$ cat config.mk
export PLATFORM = sky130hd
export DESIGN_NAME = sample_expander_lowpass_flat
export DESIGN_NICKNAME = d
export VERILOG_FILES = /design/src/hw/rtl/sel_pkg.sv /design/src/hw/rtl/sel_if.sv /design/src/hw/rtl/sel_regs.sv /design/src/hw/rtl/sel_mul.sv /design/src/hw/rtl/sel_seq.sv /design/src/hw/rtl/sample_expander_lowpass.sv /design/src/flat_wrapper.sv
export SDC_FILE = /design/constraint.sdc
export NUM_CORES = 1
export LEC_CHECK = 0
export BUFFER_PORTS_ARGS = -buffer_cell sky130_fd_sc_hd__buf_2
export CAP_MARGIN = 10
export CORE_ASPECT_RATIO = 1.5
export CORE_MARGIN = 2
export CORE_UTILIZATION = 35
export CTS_CLUSTER_DIAMETER = 80
export DETAILED_ROUTE_END_ITERATION = 16
export PLACE_DENSITY = 0.6
export SYNTH_ARGS = -nofsm -noshare
export SYNTH_HDL_FRONTEND = slang
export SYNTH_SLANG_ARGS = --single-unit
$ cat constraint.sdc
create_clock -name i_clk -period 9.9 [get_ports i_clk]
set_clock_uncertainty 0.2 [all_clocks]
set_input_delay 0.99 -clock i_clk [delete_from_list [all_inputs] [get_ports i_clk]]
set_output_delay 0.99 -clock i_clk [all_outputs]
set_load 0.005 [all_outputs]
$ cat src/hw/rtl/sel_pkg.sv
// ----------------------------------------------------------------------------
// sel_pkg
// Shared types, widths and register codes for the sample expander.
// ----------------------------------------------------------------------------
package sel_pkg;

    localparam int MAX_OUTPUT_SAMPLES = 1048576;
    localparam int RATIO_FRAC_BITS    = 8;
    localparam int PER_CALL_LIMIT     = 16;

    localparam int IDX_W   = 20;
    localparam int STEP_W  = 16;
    localparam int ALPHA_W = 17;
    localparam int SMP_W   = 16;
    localparam int CNT_W   = $clog2(PER_CALL_LIMIT + 1);
    localparam int MAXC_W  = $clog2(MAX_OUTPUT_SAMPLES + 1);
    localparam int LIM_W   = (MAXC_W > IDX_W) ? MAXC_W : IDX_W + 1;

    localparam int ADDR_W  = 4;
    localparam int DATA_W  = 32;

    // shared multiplier operand widths
    localparam int MUL_A_W = IDX_W + 1;
    localparam int MUL_B_W = ALPHA_W + 1;
    localparam int PROD_W  = MUL_A_W + MUL_B_W;
    localparam int ACC_W   = PROD_W + 1;

    localparam logic [IDX_W-1:0]   IDX_MAX     = {IDX_W{1'b1}};
    localparam logic [ALPHA_W-1:0] ALPHA_UNITY = ALPHA_W'(65536);

    typedef enum logic [1:0] {
        REG_STEP  = 2'd0,
        REG_LEN   = 2'd1,
        REG_ALPHA = 2'd2,
        REG_MODE  = 2'd3
    } t_reg_idx;

    typedef struct packed {
        logic [STEP_W-1:0]  step_ratio;
        logic [IDX_W-1:0]   out_length;
        logic [ALPHA_W-1:0] filter_alpha;
        logic               sample_width_mode;
    } t_cfg;

    typedef struct packed {
        logic signed [MUL_A_W-1:0] a;
        logic signed [MUL_B_W-1:0] b;
    } t_mul_op;

    typedef enum logic [2:0] {
        ST_IDLE,
        ST_MUL,
        ST_CHECK,
        ST_EMIT_MID,
        ST_FILT,
        ST_FFIN,
        ST_EMIT_LAST
    } t_state;

endpackage

$ cat src/hw/rtl/sel_if.sv
// ----------------------------------------------------------------------------
// sel_if
// Valid/ready channels for source samples and resampled output requests.
// ----------------------------------------------------------------------------
interface sel_in_if;
    logic        valid;
    logic        ready;
    logic [15:0] sample_value;
    logic        first;

    modport source (output valid, output sample_value, output first, input ready);
    modport sink   (input valid, input sample_value, input first, output ready);
endinterface

interface sel_out_if;
    logic               valid;
    logic               ready;
    logic signed [15:0] left_sample;
    logic signed [15:0] right_sample;
    logic               last_of_run;
    logic               sound_done;

    modport source (output valid, output left_sample, output right_sample,
                    output last_of_run, output sound_done, input ready);
    modport sink   (input valid, input left_sample, input right_sample,
                    input last_of_run, input sound_done, output ready);
endinterface

$ cat src/hw/rtl/sel_regs.sv
// ----------------------------------------------------------------------------
// sel_regs
// APB configuration registers: step ratio, length, filter alpha, width mode.
// ----------------------------------------------------------------------------
module sel_regs (
    input  logic                       i_clk,
    input  logic                       i_rst_n,
    input  logic                       psel,
    input  logic                       penable,
    input  logic                       pwrite,
    input  logic [sel_pkg::ADDR_W-1:0] paddr,
    input  logic [sel_pkg::DATA_W-1:0] pwdata,
    output logic [sel_pkg::DATA_W-1:0] prdata,
    output logic                       pready,
    output sel_pkg::t_cfg              o_cfg
);

    sel_pkg::t_cfg r_cfg;
    sel_pkg::t_cfg n_cfg;
    logic          wr_en;
    logic [1:0]    reg_sel;

    assign pready  = 1'b1;
    assign wr_en   = psel & penable & pwrite;
    assign reg_sel = paddr[3:2];
    assign o_cfg   = r_cfg;

    always_comb begin
        n_cfg = r_cfg;
        if (wr_en) begin
            case (reg_sel)
                sel_pkg::REG_STEP:  n_cfg.step_ratio   = pwdata[sel_pkg::STEP_W-1:0];
                sel_pkg::REG_LEN:   n_cfg.out_length   = pwdata[sel_pkg::IDX_W-1:0];
                sel_pkg::REG_ALPHA: n_cfg.filter_alpha = pwdata[sel_pkg::ALPHA_W-1:0];
                sel_pkg::REG_MODE:  n_cfg.sample_width_mode = pwdata[0];
                default:            n_cfg = r_cfg;
            endcase
        end
    end

    always_ff @(posedge i_clk) begin
        if (!i_rst_n) begin
            r_cfg.step_ratio        <= sel_pkg::STEP_W'(256);
            r_cfg.out_length        <= '0;
            r_cfg.filter_alpha      <= sel_pkg::ALPHA_W'(32768);
            r_cfg.sample_width_mode <= 1'b0;
        end else begin
            r_cfg <= n_cfg;
        end
    end

    always_comb begin
        prdata = '0;
        case (reg_sel)
            sel_pkg::REG_STEP:  prdata = sel_pkg::DATA_W'(r_cfg.step_ratio);
            sel_pkg::REG_LEN:   prdata = sel_pkg::DATA_W'(r_cfg.out_length);
            sel_pkg::REG_ALPHA: prdata = sel_pkg::DATA_W'(r_cfg.filter_alpha);
            sel_pkg::REG_MODE:  prdata = sel_pkg::DATA_W'(r_cfg.sample_width_mode);
            default:            prdata = '0;
        endcase
    end

endmodule

$ cat src/hw/rtl/sel_mul.sv
// ----------------------------------------------------------------------------
// sel_mul
// Shared signed multiplier with registered product.
// ----------------------------------------------------------------------------
module sel_mul (
    input  logic                              i_clk,
    input  sel_pkg::t_mul_op                  i_op,
    output logic signed [sel_pkg::PROD_W-1:0] o_prod
);

    logic signed [sel_pkg::PROD_W-1:0] r_prod;
    logic signed [sel_pkg::PROD_W-1:0] n_prod;

    assign n_prod = sel_pkg::PROD_W'(i_op.a) * sel_pkg::PROD_W'(i_op.b);
    assign o_prod = r_prod;

    always_ff @(posedge i_clk) begin
        r_prod <= n_prod;
    end

endmodule

$ cat src/hw/rtl/sel_seq.sv
// ----------------------------------------------------------------------------
// sel_seq
// Sequencer: index bookkeeping, source select test, one-pole filter, output.
// ----------------------------------------------------------------------------
module sel_seq (
    input  logic                              i_clk,
    input  logic                              i_rst_n,
    input  sel_pkg::t_cfg                     i_cfg,
    sel_in_if.sink                            i_in,
    sel_out_if.source                         o_out,
    output sel_pkg::t_mul_op                  o_mul,
    input  logic signed [sel_pkg::PROD_W-1:0] i_prod
);

    localparam int IW = sel_pkg::IDX_W;
    localparam int LW = sel_pkg::LIM_W;
    localparam int SW = sel_pkg::SMP_W;
    localparam int AW = sel_pkg::ACC_W;
    localparam int SRC_W = sel_pkg::PROD_W - sel_pkg::RATIO_FRAC_BITS;

    sel_pkg::t_state r_state, n_state;

    logic [IW-1:0]                r_oi, n_oi;
    logic [IW-1:0]                r_si, n_si;
    logic signed [SW-1:0]         r_prev, n_prev;
    logic signed [SW-1:0]         r_x, n_x;
    logic [sel_pkg::CNT_W-1:0]    r_cnt, n_cnt;
    logic                         r_pend, n_pend;
    logic signed [SW-1:0]         r_y, n_y;
    logic                         r_sd, n_sd;

    logic [LW-1:0]                lim;
    logic [LW-1:0]                oi_ext;
    logic [SRC_W-1:0]             src;
    logic                         go_on;
    logic [sel_pkg::ALPHA_W-1:0]  alpha_sat;
    logic signed [SW:0]           diff;
    logic signed [AW-1:0]         acc;
    logic signed [AW-17:0]        quo;
    logic signed [SW-1:0]         y_filt;
    logic signed [SW-1:0]         x_wide;
    logic                         accept;
    logic                         out_take;

    // effective length is out_length capped at the output limit
    always_comb begin
        if (LW'(i_cfg.out_length) < LW'(sel_pkg::MAX_OUTPUT_SAMPLES)) begin
            lim = LW'(i_cfg.out_length);
        end else begin
            lim = LW'(sel_pkg::MAX_OUTPUT_SAMPLES);
        end
    end

    assign oi_ext = LW'(r_oi);
    assign src    = SRC_W'(i_prod >>> sel_pkg::RATIO_FRAC_BITS);
    assign go_on  = (r_cnt < sel_pkg::CNT_W'(sel_pkg::PER_CALL_LIMIT))
                  && (oi_ext < lim) && (src <= SRC_W'(r_si));

    assign alpha_sat = (i_cfg.filter_alpha > sel_pkg::ALPHA_UNITY)
                     ? sel_pkg::ALPHA_UNITY : i_cfg.filter_alpha;
    assign diff      = (SW+1)'(r_x) - (SW+1)'(r_prev);

    // prev*65536 + alpha*(x-prev), then divide truncating toward zero
    assign acc    = AW'(i_prod) + (AW'(r_prev) <<< 16);
    assign quo    = (AW-16)'(acc >>> 16)
                  + (AW-16)'((acc < 0) && (acc[15:0] != 16'd0));
    assign y_filt = quo[SW-1:0];

    // 8-bit: b*257-32768 is the byte doubled with the top bit flipped
    assign x_wide = i_cfg.sample_width_mode ? i_in.sample_value
                  : {~i_in.sample_value[7], i_in.sample_value[6:0], i_in.sample_value[7:0]};

    assign accept   = i_in.valid & i_in.ready;
    assign out_take = o_out.valid & o_out.ready;

    // next state
    always_comb begin
        n_state = r_state;
        case (r_state)
            sel_pkg::ST_IDLE:      if (accept) n_state = sel_pkg::ST_MUL;
            sel_pkg::ST_MUL:       n_state = sel_pkg::ST_CHECK;
            sel_pkg::ST_CHECK: begin
                if (go_on) begin
                    n_state = r_pend ? sel_pkg::ST_EMIT_MID : sel_pkg::ST_FILT;
                end else begin
                    n_state = r_pend ? sel_pkg::ST_EMIT_LAST : sel_pkg::ST_IDLE;
                end
            end
            sel_pkg::ST_EMIT_MID:  if (out_take) n_state = sel_pkg::ST_FILT;
            sel_pkg::ST_FILT:      n_state = sel_pkg::ST_FFIN;
            sel_pkg::ST_FFIN:      n_state = sel_pkg::ST_MUL;
            sel_pkg::ST_EMIT_LAST: if (out_take) n_state = sel_pkg::ST_IDLE;
            default:               n_state = sel_pkg::ST_IDLE;
        endcase
    end

    // outputs and datapath updates
    always_comb begin
        n_oi   = r_oi;
        n_si   = r_si;
        n_prev = r_prev;
        n_x    = r_x;
        n_cnt  = r_cnt;
        n_pend = r_pend;
        n_y    = r_y;
        n_sd   = r_sd;

        i_in.ready  = 1'b0;
        o_out.valid = 1'b0;
        o_out.last_of_run = 1'b0;
        o_mul.a = sel_pkg::MUL_A_W'(r_oi);
        o_mul.b = sel_pkg::MUL_B_W'(i_cfg.step_ratio);

        case (r_state)
            sel_pkg::ST_IDLE: begin
                i_in.ready = 1'b1;
                if (accept) begin
                    if (i_in.first) begin
                        n_oi   = '0;
                        n_si   = '0;
                        n_prev = '0;
                    end
                    n_x    = x_wide;
                    n_cnt  = '0;
                    n_pend = 1'b0;
                end
            end
            sel_pkg::ST_CHECK: begin
                if (!go_on && !r_pend && (r_si != sel_pkg::IDX_MAX)) begin
                    n_si = r_si + 1'b1;
                end
            end
            sel_pkg::ST_EMIT_MID: begin
                o_out.valid = 1'b1;
            end
            sel_pkg::ST_FILT: begin
                o_mul.a = sel_pkg::MUL_A_W'(diff);
                o_mul.b = sel_pkg::MUL_B_W'(alpha_sat);
            end
            sel_pkg::ST_FFIN: begin
                n_y    = (r_oi == '0) ? r_x : y_filt;
                n_prev = n_y;
                n_sd   = (oi_ext + 1'b1) == lim;
                n_oi   = r_oi + 1'b1;
                n_cnt  = r_cnt + 1'b1;
                n_pend = 1'b1;
            end
            sel_pkg::ST_EMIT_LAST: begin
                o_out.valid       = 1'b1;
                o_out.last_of_run = 1'b1;
                if (out_take && (r_si != sel_pkg::IDX_MAX)) begin
                    n_si = r_si + 1'b1;
                end
            end
            default: begin
                n_pend = r_pend;
            end
        endcase
    end

    assign o_out.left_sample  = r_y;
    assign o_out.right_sample = r_y;
    assign o_out.sound_done   = r_sd;

    always_ff @(posedge i_clk) begin
        if (!i_rst_n) begin
            r_state <= sel_pkg::ST_IDLE;
            r_oi    <= '0;
            r_si    <= '0;
            r_prev  <= '0;
            r_cnt   <= '0;
            r_pend  <= 1'b0;
        end else begin
            r_state <= n_state;
            r_oi    <= n_oi;
            r_si    <= n_si;
            r_prev  <= n_prev;
            r_cnt   <= n_cnt;
            r_pend  <= n_pend;
        end
    end

    always_ff @(posedge i_clk) begin
        r_x  <= n_x;
        r_y  <= n_y;
        r_sd <= n_sd;
    end

endmodule

$ cat src/hw/rtl/sample_expander_lowpass.sv
// ----------------------------------------------------------------------------
// sample_expander_lowpass
// Nearest-neighbour resampler with a one-pole low-pass on each output.
// ----------------------------------------------------------------------------
// Source samples enter on i_in (valid/ready); each one yields zero to sixteen
// output requests on o_out, the same filtered value on both channels, with
// last_of_run marking the final request made from that sample and
// sound_done marking output number out_length. Registers are written over
// the APB port; the user must write them only while the block is idle, as
// the block does not enforce this. The block takes one sample at a time:
// i_in.ready is high only when idle. Each output passes through the shared
// multiplier sequencer steps index product, select test, filter product,
// filter finish and presentation, and presentation waits for as long as the
// receiver holds off ready; each sample ends with a final index product and
// select test. A stalled receiver simply freezes the sequencer with the
// request held. Reset clears indices, filter history and registers to their
// defaults.
// ----------------------------------------------------------------------------
module sample_expander_lowpass (
    input  logic                       i_clk,
    input  logic                       i_rst_n,
    sel_in_if.sink                     i_in,
    sel_out_if.source                  o_out,
    input  logic                       psel,
    input  logic                       penable,
    input  logic                       pwrite,
    input  logic [sel_pkg::ADDR_W-1:0] paddr,
    input  logic [sel_pkg::DATA_W-1:0] pwdata,
    output logic [sel_pkg::DATA_W-1:0] prdata,
    output logic                       pready
);

    sel_pkg::t_cfg                     cfg;
    sel_pkg::t_mul_op                  mul_op;
    logic signed [sel_pkg::PROD_W-1:0] prod;

    sel_regs u_regs (
        .i_clk   (i_clk),
        .i_rst_n (i_rst_n),
        .psel    (psel),
        .penable (penable),
        .pwrite  (pwrite),
        .paddr   (paddr),
        .pwdata  (pwdata),
        .prdata  (prdata),
        .pready  (pready),
        .o_cfg   (cfg)
    );

    sel_mul u_mul (
        .i_clk  (i_clk),
        .i_op   (mul_op),
        .o_prod (prod)
    );

    sel_seq u_seq (
        .i_clk   (i_clk),
        .i_rst_n (i_rst_n),
        .i_cfg   (cfg),
        .i_in    (i_in),
        .o_out   (o_out),
        .o_mul   (mul_op),
        .i_prod  (prod)
    );

endmodule

$ cat src/flat_wrapper.sv
// flat-port wrapper written by rule: the top's interface ports become plain ports
module sample_expander_lowpass_flat 
  (i_clk, i_rst_n, psel, penable, pwrite, paddr, pwdata, prdata, pready, i_in_valid, i_in_sample_value, i_in_first, i_in_ready, o_out_valid, o_out_left_sample, o_out_right_sample, o_out_last_of_run, o_out_sound_done, o_out_ready);
  sel_in_if i_in_i ();
  sel_out_if o_out_i ();
  input  logic i_clk;
  input  logic i_rst_n;
  input  logic psel;
  input  logic penable;
  input  logic pwrite;
  input  logic [sel_pkg::ADDR_W-1:0] paddr;
  input  logic [sel_pkg::DATA_W-1:0] pwdata;
  output logic [sel_pkg::DATA_W-1:0] prdata;
  output logic pready;
  input wire logic [$bits(i_in_i.valid)-1:0] i_in_valid;
  input wire logic [$bits(i_in_i.sample_value)-1:0] i_in_sample_value;
  input wire logic [$bits(i_in_i.first)-1:0] i_in_first;
  output wire logic [$bits(i_in_i.ready)-1:0] i_in_ready;
  output wire logic [$bits(o_out_i.valid)-1:0] o_out_valid;
  output wire logic [$bits(o_out_i.left_sample)-1:0] o_out_left_sample;
  output wire logic [$bits(o_out_i.right_sample)-1:0] o_out_right_sample;
  output wire logic [$bits(o_out_i.last_of_run)-1:0] o_out_last_of_run;
  output wire logic [$bits(o_out_i.sound_done)-1:0] o_out_sound_done;
  input wire logic [$bits(o_out_i.ready)-1:0] o_out_ready;
  assign i_in_i.valid = i_in_valid;
  assign i_in_i.sample_value = i_in_sample_value;
  assign i_in_i.first = i_in_first;
  assign i_in_ready = i_in_i.ready;
  assign o_out_valid = o_out_i.valid;
  assign o_out_left_sample = o_out_i.left_sample;
  assign o_out_right_sample = o_out_i.right_sample;
  assign o_out_last_of_run = o_out_i.last_of_run;
  assign o_out_sound_done = o_out_i.sound_done;
  assign o_out_i.ready = o_out_ready;
  sample_expander_lowpass u_core (.i_clk(i_clk), .i_rst_n(i_rst_n), .i_in(i_in_i), .o_out(o_out_i), .psel(psel), .penable(penable), .pwrite(pwrite), .paddr(paddr), .pwdata(pwdata), .prdata(prdata), .pready(pready));
endmodule
==> results by group, run 1 <==
Floorplanning
  – Die Width: 222 um
  – Top-Level Pins: 129
  – Initial core utilization: 35.2%
  – Die Height: 331 um
  – FP Rows: 120
  – Core ar.: 71000 sq um
  – Die ar.: 73600 sq um

Power and ir drop
  – Leak: 12.8 nW
  – Pwr/cell area: 68.9 nW/um^2
  – Peak supply drop: 0.000116 V

Global route
  – Global-route wire length before repair: 121000 um
  – Initial antenna violation count: 2
  – All-Layer GR Usage: 21.5%
  – Grt total ovfl: 0
  – Vias in the first global route: 21.3k
  – Largest net degree at the start of global routing: 63

CTS
  – Hold_buf cts: 0
  – Post-CTS sizing: 0
  – TritonCTS Sinks: 191
  – CTS clk-pin slew, worst paths: 90 ps
  – Clock buffer depth: 2
  – Postcts setup bufs: 0
  – Clock buffer count from CTS: 17
  – CTS tree: yes
  – Worst-Skew Late Latency: 500 ps
  – Root buf cell: clkbuf_16
  – CTS H-tree lvls: 4

Hold path
  – Min-delay worst type: flip-flop to flip-flop

Timing
  – Final setup viols: 0
  – Rel. slew slack: 15.6%
  – Total negative slack: 0 ps
  – Tcrit/Tclk final: 93.4%
  – RSZ-0062 raised after global routing: false
  – Worst-margin pin slew: 1270 ps
  – Max Freq: 108 MHz
  – Final hold slack: 280 ps
  – Final hold vios: 0
  – Max Slew Vio Count: 0
  – Minimum clock period: 9250 ps

Logic synthesis
  – Yosys warns: 0
  – Yosys reg bits: 191
  – Post-synth EDFFs: 33
  – FFs w/ async S/R, synth: 0%
  – Mean Syn Cell Area: 8.38 sq um
  – Netlist cell types: 81
  – Syn Inst Count: 2982
  – Sequential fraction of the synthesis area: 16.6%
  – Post-Synthesis Cell Area: 25000 sq um
  – Most used flip-flop cell after synthesis: dfxtp_1

Routing
  – Via count: 20.7k
  – Iter 0 DRT Violations: 1470
  – Routed WL: 76900 um
  – Drt wl/cell: 19.6 um
  – DRC: 0
  – 1st-pass router iterations: 5
  – Drt via density: 5.28
  – Post-DRT Antenna Nets: 0

Setup path
  – Max stage delay cell, worst path: nor2_1
  – Critical path's top delay family: adder cells
  – Crit Path Class: flip-flop to flip-flop
  – CP dominant cell by count: fa_1
  – CP arrival: 9400 ps
  – CP Capture Type: flip-flop
  – CP startpoint kind: flip-flop
  – Worst EP required: 10060 ps
  – CP Max Fanout: 10
  – CP peak stage delay: 790 ps
  – WP buf/inv: 5

Place
  – DP HPWL: 63400 um
  – PortBufs: 101
  – Placer Congestion: 0.958

Run
  – Max_cap viols: 0

Run status
  – Status: complete, no violations

Final layout
  – Area grow syn2layout: 7.63%
  – Layout cells sized above 1: 7.43%
  – Diode count: 0
  – Layout Utilization: 37.9%
  – Nets: 3585
## final timing paths
path | startpoint | endpoint | slack, ps | cells past startpoint
worst min register to register | u_core.u_seq.r_cnt[3] | u_core.u_seq.r_cnt[3] | 280 | 1
worst max register to register | u_core.u_seq.r_prev[1] | u_core.u_mul.o_prod[27] | 650 | 29
worst min-delay path | u_core.u_seq.r_cnt[3] | u_core.u_seq.r_cnt[3] | 280 | 1
worst max-delay path | u_core.u_seq.r_prev[1] | u_core.u_mul.o_prod[27] | 650 | 29
## report_power, final
| group | total, W | switching [W] | leakage [nW] | internal, W |
|---|---|---|---|---|
| Sequential | 0.000827 | 0.0000215 | 1.58 | 0.000806 |
| Clock | 0.000743 | 0.000399 | 0.295 | 0.000344 |
| Combinational | 0.000281 | 0.000188 | 10.9 | 0.0000931 |
| Total | 0.00185 | 0.000609 | 12.8 | 0.00124 |
## cells by family (layout without fill, tap and decap cells)
group,count (synthesis),after routing,synth area share (%)
other,2,13,0.0301
AND/OR/NAND/NOR,885,885,15.8
flip-flops,191,191,16.6
AO/OA/AOI/OAI,520,520,13.2
XOR/XNOR,126,126,4.42
adder cells (fa/ha/maj),538,538,37.5
buffers and inverters,685,693,10.8
multiplexers,35,35,1.51
## stage by stage
step / power [W] / worst slack [ps] / cells / area [sq um]
after floorplan: 0.00101 / 1720 / 2993 / 25000
after global placement: 0.00112 / 713 / 3884 / 26300
after detailed placement: 0.00112 / 737 / 3884 / 26300
after CTS: 0.00186 / 682 / 3916 / 26900
after global routing: 0.00191 / 9.45 / 3916 / 26900
final: 0.00185 / 654 / 3916 / 26900
## routing by layer
| layer | global-route usage, % | share of wire (%) |
|---|---|---|
| met5 | 0 | 0.025 |
| met4 | 14.1 | 7.3 |
| met3 | 3.28 | 5.3 |
| met2 | 40.5 | 52 |
| met1 | 22.3 | 35 |
## Yosys cell counts (10+ instances only)
master | instances | area [sq um]
nor2b_1 | 27 | 169
a32o_1 | 19 | 190
a31oi_1 | 18 | 113
or3_1 | 12 | 75.1
a22o_1 | 12 | 105
dfxtp_1 | 158 | 3160
a22oi_1 | 21 | 158
a21oi_1 | 187 | 936
buf_1 | 14 | 52.6
and3_1 | 26 | 163
nor4_1 | 20 | 125
o21a_1 | 28 | 210
nand2_1 | 379 | 1420
nand4_1 | 25 | 156
buf_4 | 29 | 218
o21ai_0 | 100 | 500
mux2i_1 | 22 | 220
mux2_2 | 12 | 135
nor2_1 | 245 | 920
inv_1 | 508 | 1910
a211oi_1 | 13 | 97.6
edfxtp_1 | 33 | 991
a21o_1 | 40 | 300
o21ai_1 | 10 | 50.1
clkbuf_1 | 122 | 458
nand2b_1 | 13 | 81.3
xnor2_1 | 80 | 701
nor3_1 | 33 | 165
and2_1 | 23 | 144
fa_1 | 352 | 7050
xor2_1 | 46 | 403
nand3_1 | 47 | 235
a32oi_1 | 13 | 114
ha_1 | 185 | 2310
## final cells by class
type,count,area (sq um)
Multi-Input combinational cell,2117,18200
Timing Repair Buffer,153,896
Tap cell,915,1140
Sequential cell,191,4150
Inverter,508,1910
Clock buffer,17,425
Clock inverter,15,176
Fill cell,7300,44100
## flip-flops by register name (all words and copies together) (netlist names)
register	count
u_core.u_mul.o_prod	39
u_core.u_regs.o_cfg	54
u_core.u_seq.o_out.left_sample	16
u_core.u_seq.o_out.sound_done	1
u_core.u_seq.r_cnt	5
u_core.u_seq.r_oi	20
u_core.u_seq.r_pend	1
u_core.u_seq.r_prev	16
u_core.u_seq.r_si	20
u_core.u_seq.r_state	3
u_core.u_seq.r_x	16
## cell usage in the layout (no fill, tap or decap), drive strengths merged, types with 40 or more instances in the layout
cell type,count
ha,185
a21oi,188
xor2,46
dfxtp,158
nor2,245
xnor2,80
fa,352
inv,517
nand2,379
buf,153
o21ai,111
a21o,40
nand3,47
(Power assumes the default switching activity.)
==> run 2, diff against run 1 <==
==> constraint.sdc (replaced) <==
create_clock -name i_clk -period 11.86 [get_ports i_clk]
set_clock_uncertainty 0.2 [all_clocks]
set_input_delay 1.186 -clock i_clk [delete_from_list [all_inputs] [get_ports i_clk]]
set_output_delay 1.186 -clock i_clk [all_outputs]
set_load 0.005 [all_outputs]
==> run 2 against run 1 <==
Setup slack gained 1800 ps. Wire length down 2.1%. Global-route usage fell by 0.33 points. Worst hold slack gained 4.7 ps. Cell count down 0.51%. Via count is 1.0% lower. Register-to-register slack improved by 1800 ps. Largest power group unchanged.
==> results by group, run 2 (synthesized netlist as in run 1, its figures left out) <==
Run
  – Max_cap viols: 0

Hold path
  – Worst Hold Launch: u_core.u_seq.r_cnt[3]
  – Worst Hold Path EP: u_core.u_seq.r_cnt[3]
  – Min-delay worst type: flip-flop to flip-flop
  – Worst hold path depth: 1

Routing
  – Iter 0 DRT Violations: 1220
  – Via count: 20.4k
  – Routed WL: 75300 um
  – Post-DRT Antenna Nets: 0
  – Drt wl/cell: 19.3 um
  – DRC: 0
  – Drt via density: 5.25
  – 1st-pass router iterations: 8

Floorplanning
  – Die ar.: 73600 sq um
  – Initial core utilization: 35.2%
  – Die Width: 222 um
  – Core ar.: 71000 sq um
  – Top-Level Pins: 129
  – FP Rows: 120
  – Die Height: 331 um

Global route
  – Initial antenna violation count: 1
  – Global-route wire length before repair: 120000 um
  – Vias in the first global route: 21.1k
  – Largest net degree at the start of global routing: 82
  – Grt total ovfl: 0
  – All-Layer GR Usage: 21.2%

Final layout
  – Final non-filler cell total: 3896
  – Commonest non-fill, non-tap cells in the layout: inv_1 (506), nand2_1 (378), fa_1 (352)
  – Max FFs per register: 54
  – Layout cells sized above 1: 6.84%
  – Layout Utilization: 37.7%
  – Diode count: 0
  – Commonest non-fill, non-tap cell in the layout: inv_1
  – Area grow syn2layout: 7.09%
  – Nets: 3565

Place
  – DP HPWL: 61900 um
  – Place WS: 2450 ps
  – Placer Congestion: 0.934
  – Placed cell count: 3864
  – PortBufs: 101

Power and ir drop
  – Peak supply drop: 0.000101 V
  – Leak: 12.7 nW
  – Pwr/cell area: 57.6 nW/um^2

Setup path
  – CP peak stage delay: 590 ps
  – Worst Setup SP: u_core.u_seq.r_prev[1]
  – CP arrival: 9630 ps
  – CP startpoint kind: flip-flop
  – CP Capture Type: flip-flop
  – Worst EP required: 12050 ps
  – R2R Path Start: u_core.u_seq.r_prev[1]
  – Worst R2R Path Depth: 29
  – Worst R2R End: u_core.u_mul.o_prod[37]
  – R2R Setup Slk: 2420 ps
  – Crit Path Class: flip-flop to flip-flop
  – Max stage delay cell, worst path: fa_1
  – CP Max Fanout: 16
  – CP dominant cell by count: fa_1

CTS
  – Root buf cell: clkbuf_16
  – CTS clk-pin slew, worst paths: 90 ps
  – Postcts setup bufs: 0
  – Clock buffer count from CTS: 17
  – CTS H-tree lvls: 4
  – Worst-Skew Late Latency: 490 ps
  – Hold_buf cts: 0
  – Post-CTS sizing: 0
  – Clock buffer depth: 2
  – CTS tree: yes
  – TritonCTS Sinks: 191

Timing
  – Worst-margin pin slew: 1310 ps
  – Setup ws final: 2420 ps
  – RSZ-0062 raised after global routing: false
  – Final hold slack: 285 ps
  – Max Freq: 106 MHz
  – Tcrit/Tclk final: 79.6%
  – Final setup viols: 0
  – Max Slew Vio Count: 0
  – Final hold vios: 0
  – Minimum clock period: 9440 ps
  – Rel. slew slack: 12.8%
  – Total negative slack: 0 ps

Run status
  – Status: complete, no violations
[run 2: worst max-delay path by stage]
stage	to	depth (start not counted)
6_report	u_core.u_mul.o_prod[37]	29
3_5_place_dp	u_core.u_mul.o_prod[37]	29
3_3_place_gp	u_core.u_mul.o_prod[37]	31
2_1_floorplan	u_core.u_mul.o_prod[37]	32
5_1_grt	u_core.u_mul.o_prod[37]	31
4_1_cts	u_core.u_mul.o_prod[37]	29
[run 2: area by class of cell]
class	count	area, sq um
Clock buffer	17	425
Tap cell	915	1140
Timing Repair Buffer	133	746
Clock inverter	15	186
Sequential cell	191	4150
Inverter	508	1910
Fill cell	7292	44300
Multi-Input combinational cell	2117	18200
[run 2: report_power, final]
part           internal, W  switching (W)  leakage (nW)
registers         0.000673      0.0000184          1.58
clock network     0.000288       0.000333         0.297
logic            0.0000732       0.000154          10.8
[run 2: critical path: cells and delay by family (launching register included)]
family / cells / cell delay (ps)
adder cells (fa/ha/maj): 8 / 3870
AO/OA/AOI/OAI: 14 / 3490
AND/OR/NAND/NOR: 2 / 640
flip-flops: 1 / 480
multiplexers: 1 / 320
buffers and inverters: 3 / 200
XOR/XNOR: 1 / 140
[run 2: per-stage QoR]
step / area, sq um / total power, W
finish: 26700 / 0.00154
global placement: 26100 / 0.000929
CTS: 26700 / 0.00154
global route: 26700 / 0.00159
detailed placement: 26100 / 0.000930
floorplan: 25000 / 0.000844
[run 2: per-layer routing]
| metal | GRT usage [%] | vias to the layer above | routed length, um |
|---|---|---|---|
| met5 | 0 | - | 0 |
| met4 | 13.9 | 0 | 5330 |
| met3 | 2.86 | 215 | 3750 |
| met2 | 39.6 | 672 | 39400 |
| met1 | 22.3 | 10100 | 26900 |
| li1 | - | 9508 | - |
==> run 3, diff against run 2 <==
--- a/config.mk
+++ b/config.mk
@@ -12,7 +12,7 @@
 export CORE_UTILIZATION = 35
 export CTS_CLUSTER_DIAMETER = 80
 export DETAILED_ROUTE_END_ITERATION = 16
-export PLACE_DENSITY = 0.6
+export PLACE_DENSITY = 0.62
 export SYNTH_ARGS = -nofsm -noshare
 export SYNTH_HDL_FRONTEND = slang
 export SYNTH_SLANG_ARGS = --single-unit
==> constraint.sdc (replaced) <==
create_clock -name i_clk -period 7.9 [get_ports i_clk]
set_clock_uncertainty 0.2 [all_clocks]
set_input_delay 0.79 -clock i_clk [delete_from_list [all_inputs] [get_ports i_clk]]
set_output_delay 0.79 -clock i_clk [all_outputs]
set_load 0.005 [all_outputs]
==> run 3 against run 2 <==
Non-clock buffer count increased by 301. Cell count increased by 7.8%. Critical path type unchanged. Clock-buffer cell count unchanged. Sequential share of layout area decreased by 1.8 points. Utilization increased by 4.8 points. Die area unchanged. The flow now finishes with violations (negative setup slack). Flip-flop and latch count unchanged. Combinational power increased by 110%. Register-to-register slack got worse by 2600 ps.
==> results by group, run 3 (synthesized netlist as in run 1, its figures left out) <==
Global route
  – Vias in the first global route: 22.6k
  – Largest net degree at the start of global routing: 89
  – Grt total ovfl: 0
  – Initial antenna violation count: 4
  – All-Layer GR Usage: 22.7%
  – Global-route wire length before repair: 127000 um

CTS
  – CTS H-tree lvls: 4
  – Clock buffer depth: 2
  – TritonCTS Sinks: 191
  – Clock buffer count from CTS: 17
  – Root buf cell: clkbuf_16
  – Worst-Skew Late Latency: 480 ps
  – CTS clk-pin slew, worst paths: 90 ps
  – CTS tree: yes

Setup path
  – CP dominant cell by count: inv_2
  – Worst Setup SP: u_core.u_seq.r_x[0]
  – Max stage delay cell, worst path: fa_1
  – Worst EP required: 8060 ps
  – Worst R2R Path Depth: 34
  – Crit Path Class: flip-flop to flip-flop
  – Critical path's top delay family: adder cells
  – CP Max Fanout: 8
  – CP Capture Type: flip-flop
  – CP arrival: 8260 ps
  – R2R Path Start: u_core.u_seq.r_x[0]
  – WP buf/inv: 8
  – Worst R2R End: u_core.u_mul.o_prod[37]
  – R2R Setup Slk: -200 ps
  – CP startpoint kind: flip-flop
  – CP peak stage delay: 610 ps

Power and ir drop
  – Internal power: 0.00165 W
  – Pwr/cell area: 81.4 nW/um^2
  – Sw power: 0.000810 W
  – Part of the power in combinational logic: 19.3%
  – Peak supply drop: 0.000126 V
  – Switching Fraction: 33.0%
  – Leak: 14.3 nW
  – Clock share of power: 38.7%
  – Total power: 0.00246 W
  – Register share of total power: 42.0%

Routing
  – Post-DRT Antenna Nets: 0
  – M1 WL: 27600 um
  – 1st-pass router iterations: 8
  – Uppermost layer routed: met5
  – DRC: 0
  – Met3 WL post-DR: 3920 um
  – Via count: 22.0k
  – Drt wl/cell: 19.5 um
  – Iter 0 DRT Violations: 1459
  – Routed WL: 81800 um
  – WL met2: 41900 um
  – Drt via density: 5.23

Final layout
  – Commonest non-fill, non-tap cells in the layout: inv_1 (480), nand2_1 (365), fa_1 (332)
  – Area grow syn2layout: 20.8%
  – Max FFs per register: 54
  – # fillers: 6998
  – Commonest non-fill, non-tap cell in the layout: inv_1
  – Nets: 3867
  – Layout cells sized above 1: 20.4%

Timing
  – Minimum clock period: 8100 ps
  – Max Freq: 123 MHz
  – RSZ-0062 raised after global routing: true
  – Final hold vios: 0
  – Setup ws final: -200 ps
  – Worst-margin pin slew: 1240 ps
  – Tcrit/Tclk final: 103%
  – Max Slew Vio Count: 0
  – Final setup viols: 6
  – Rel. slew slack: 17.2%
  – Total negative slack: -480 ps

Hold path
  – Worst Hold Launch: u_core.u_seq.r_cnt[3]
  – Worst hold path depth: 1
  – Min-delay worst type: flip-flop to flip-flop
  – Worst Hold Path EP: u_core.u_seq.r_cnt[3]

Floorplanning
  – Initial core utilization: 35.2%
  – Die Width: 222 um
  – Top-Level Pins: 129
  – FP Rows: 120
  – Die Height: 331 um
  – Die ar.: 73600 sq um
  – Core ar.: 71000 sq um

Place
  – Placer Congestion: 0.987
  – DP HPWL: 67000 um
  – PortBufs: 101

Run status
  – Status: finished with violations
  – Failing checks: negative setup slack

Run
  – Max_cap viols: 0
[run 3: cell types whose count changed in the layout (fill, tap and decap cells not counted), sizes merged]
cell    delta
xnor2      +1
diode      +1
clkinv     -2
inv        +2
buf      +301
[run 3: worst max-delay path by stage]
stage                              end  slack (ps)  depth (start not counted)
6_report       u_core.u_mul.o_prod[37]        -200                         34
5_1_grt        u_core.u_mul.o_prod[37]        -510                         33
4_1_cts        u_core.u_mul.o_prod[37]        -160                         30
3_5_place_dp   u_core.u_mul.o_prod[37]        -690                         30
3_3_place_gp   u_core.u_mul.o_prod[37]        -660                         31
2_1_floorplan  u_core.u_mul.o_prod[37]           9                         32
[run 3: metal layers]
| layer | track usage [%] | vias up |
|---|---|---|
| met4 | 18.8 | 2 |
| met5 | 0 | - |
| met1 | 22.4 | 10700 |
| met2 | 42.3 | 797 |
| met3 | 3.11 | 314 |
| li1 | - | 10100 |
[run 3: through the flow]
stage | cell area, sq um | setup WS [ps] | utilization [%] | hold WS [ps] | instances
finish | 30200 | -200 | 42.5 | 280 | 4199
global route | 30200 | -508 | 42.5 | 290 | 4198
CTS | 29400 | -161 | 41.4 | 280 | 4181
detailed placement | 28300 | -691 | 39.9 | 262 | 4136
global placement | 28300 | -657 | 39.9 | 251 | 4136
floorplan | 25100 | 8.69 | - | 232 | 2993
[run 3: cell type report]
type	count	area [sq um]	share of cell area (%)
repair buffers	434	3170	10.5
inverters	508	1910	6.33
clock inverters	15	218	0.722
clock buffers	17	425	1.41
flip-flops and latches	191	4160	13.8
diodes	1	2.50	0.00830
multi-input cells	2118	19100	63.4
well taps	915	1140	3.80
[run 3: repair_timing]
| action | CTS | global route |
|---|---|---|
| gates cloned | 2 | 0 |
| buffers inserted | 11 | 20 |
| pin swaps | 45 | 88 |
| hold buffers | 0 | 0 |
| resized for setup | 79 | 140 |
| setup endpoints to repair | 22 | 22 |
[run 3: worst reg2reg max path: cells and delay by family (launching register included)]
| kind | cells | cell delay, ps |
|---|---|---|
| adder cells (fa/ha/maj) | 9 | 3690 |
| AO/OA/AOI/OAI | 14 | 2640 |
| flip-flops | 1 | 390 |
| buffers and inverters | 8 | 760 |
| AND/OR/NAND/NOR | 2 | 160 |
| XOR/XNOR | 1 | 150 |
[run 3: power by group through the flow]
stage | registers, W | clock network [W] | logic [W]
final | 0.00103 | 0.000950 | 0.000474
after global routing | 0.00103 | 0.000993 | 0.000507
after CTS | 0.00103 | 0.000961 | 0.000450
after detailed placement | 0.00105 | 0 | 0.000412
after global placement | 0.00105 | 0 | 0.000410
after floorplan | 0.00104 | 0 | 0.000233
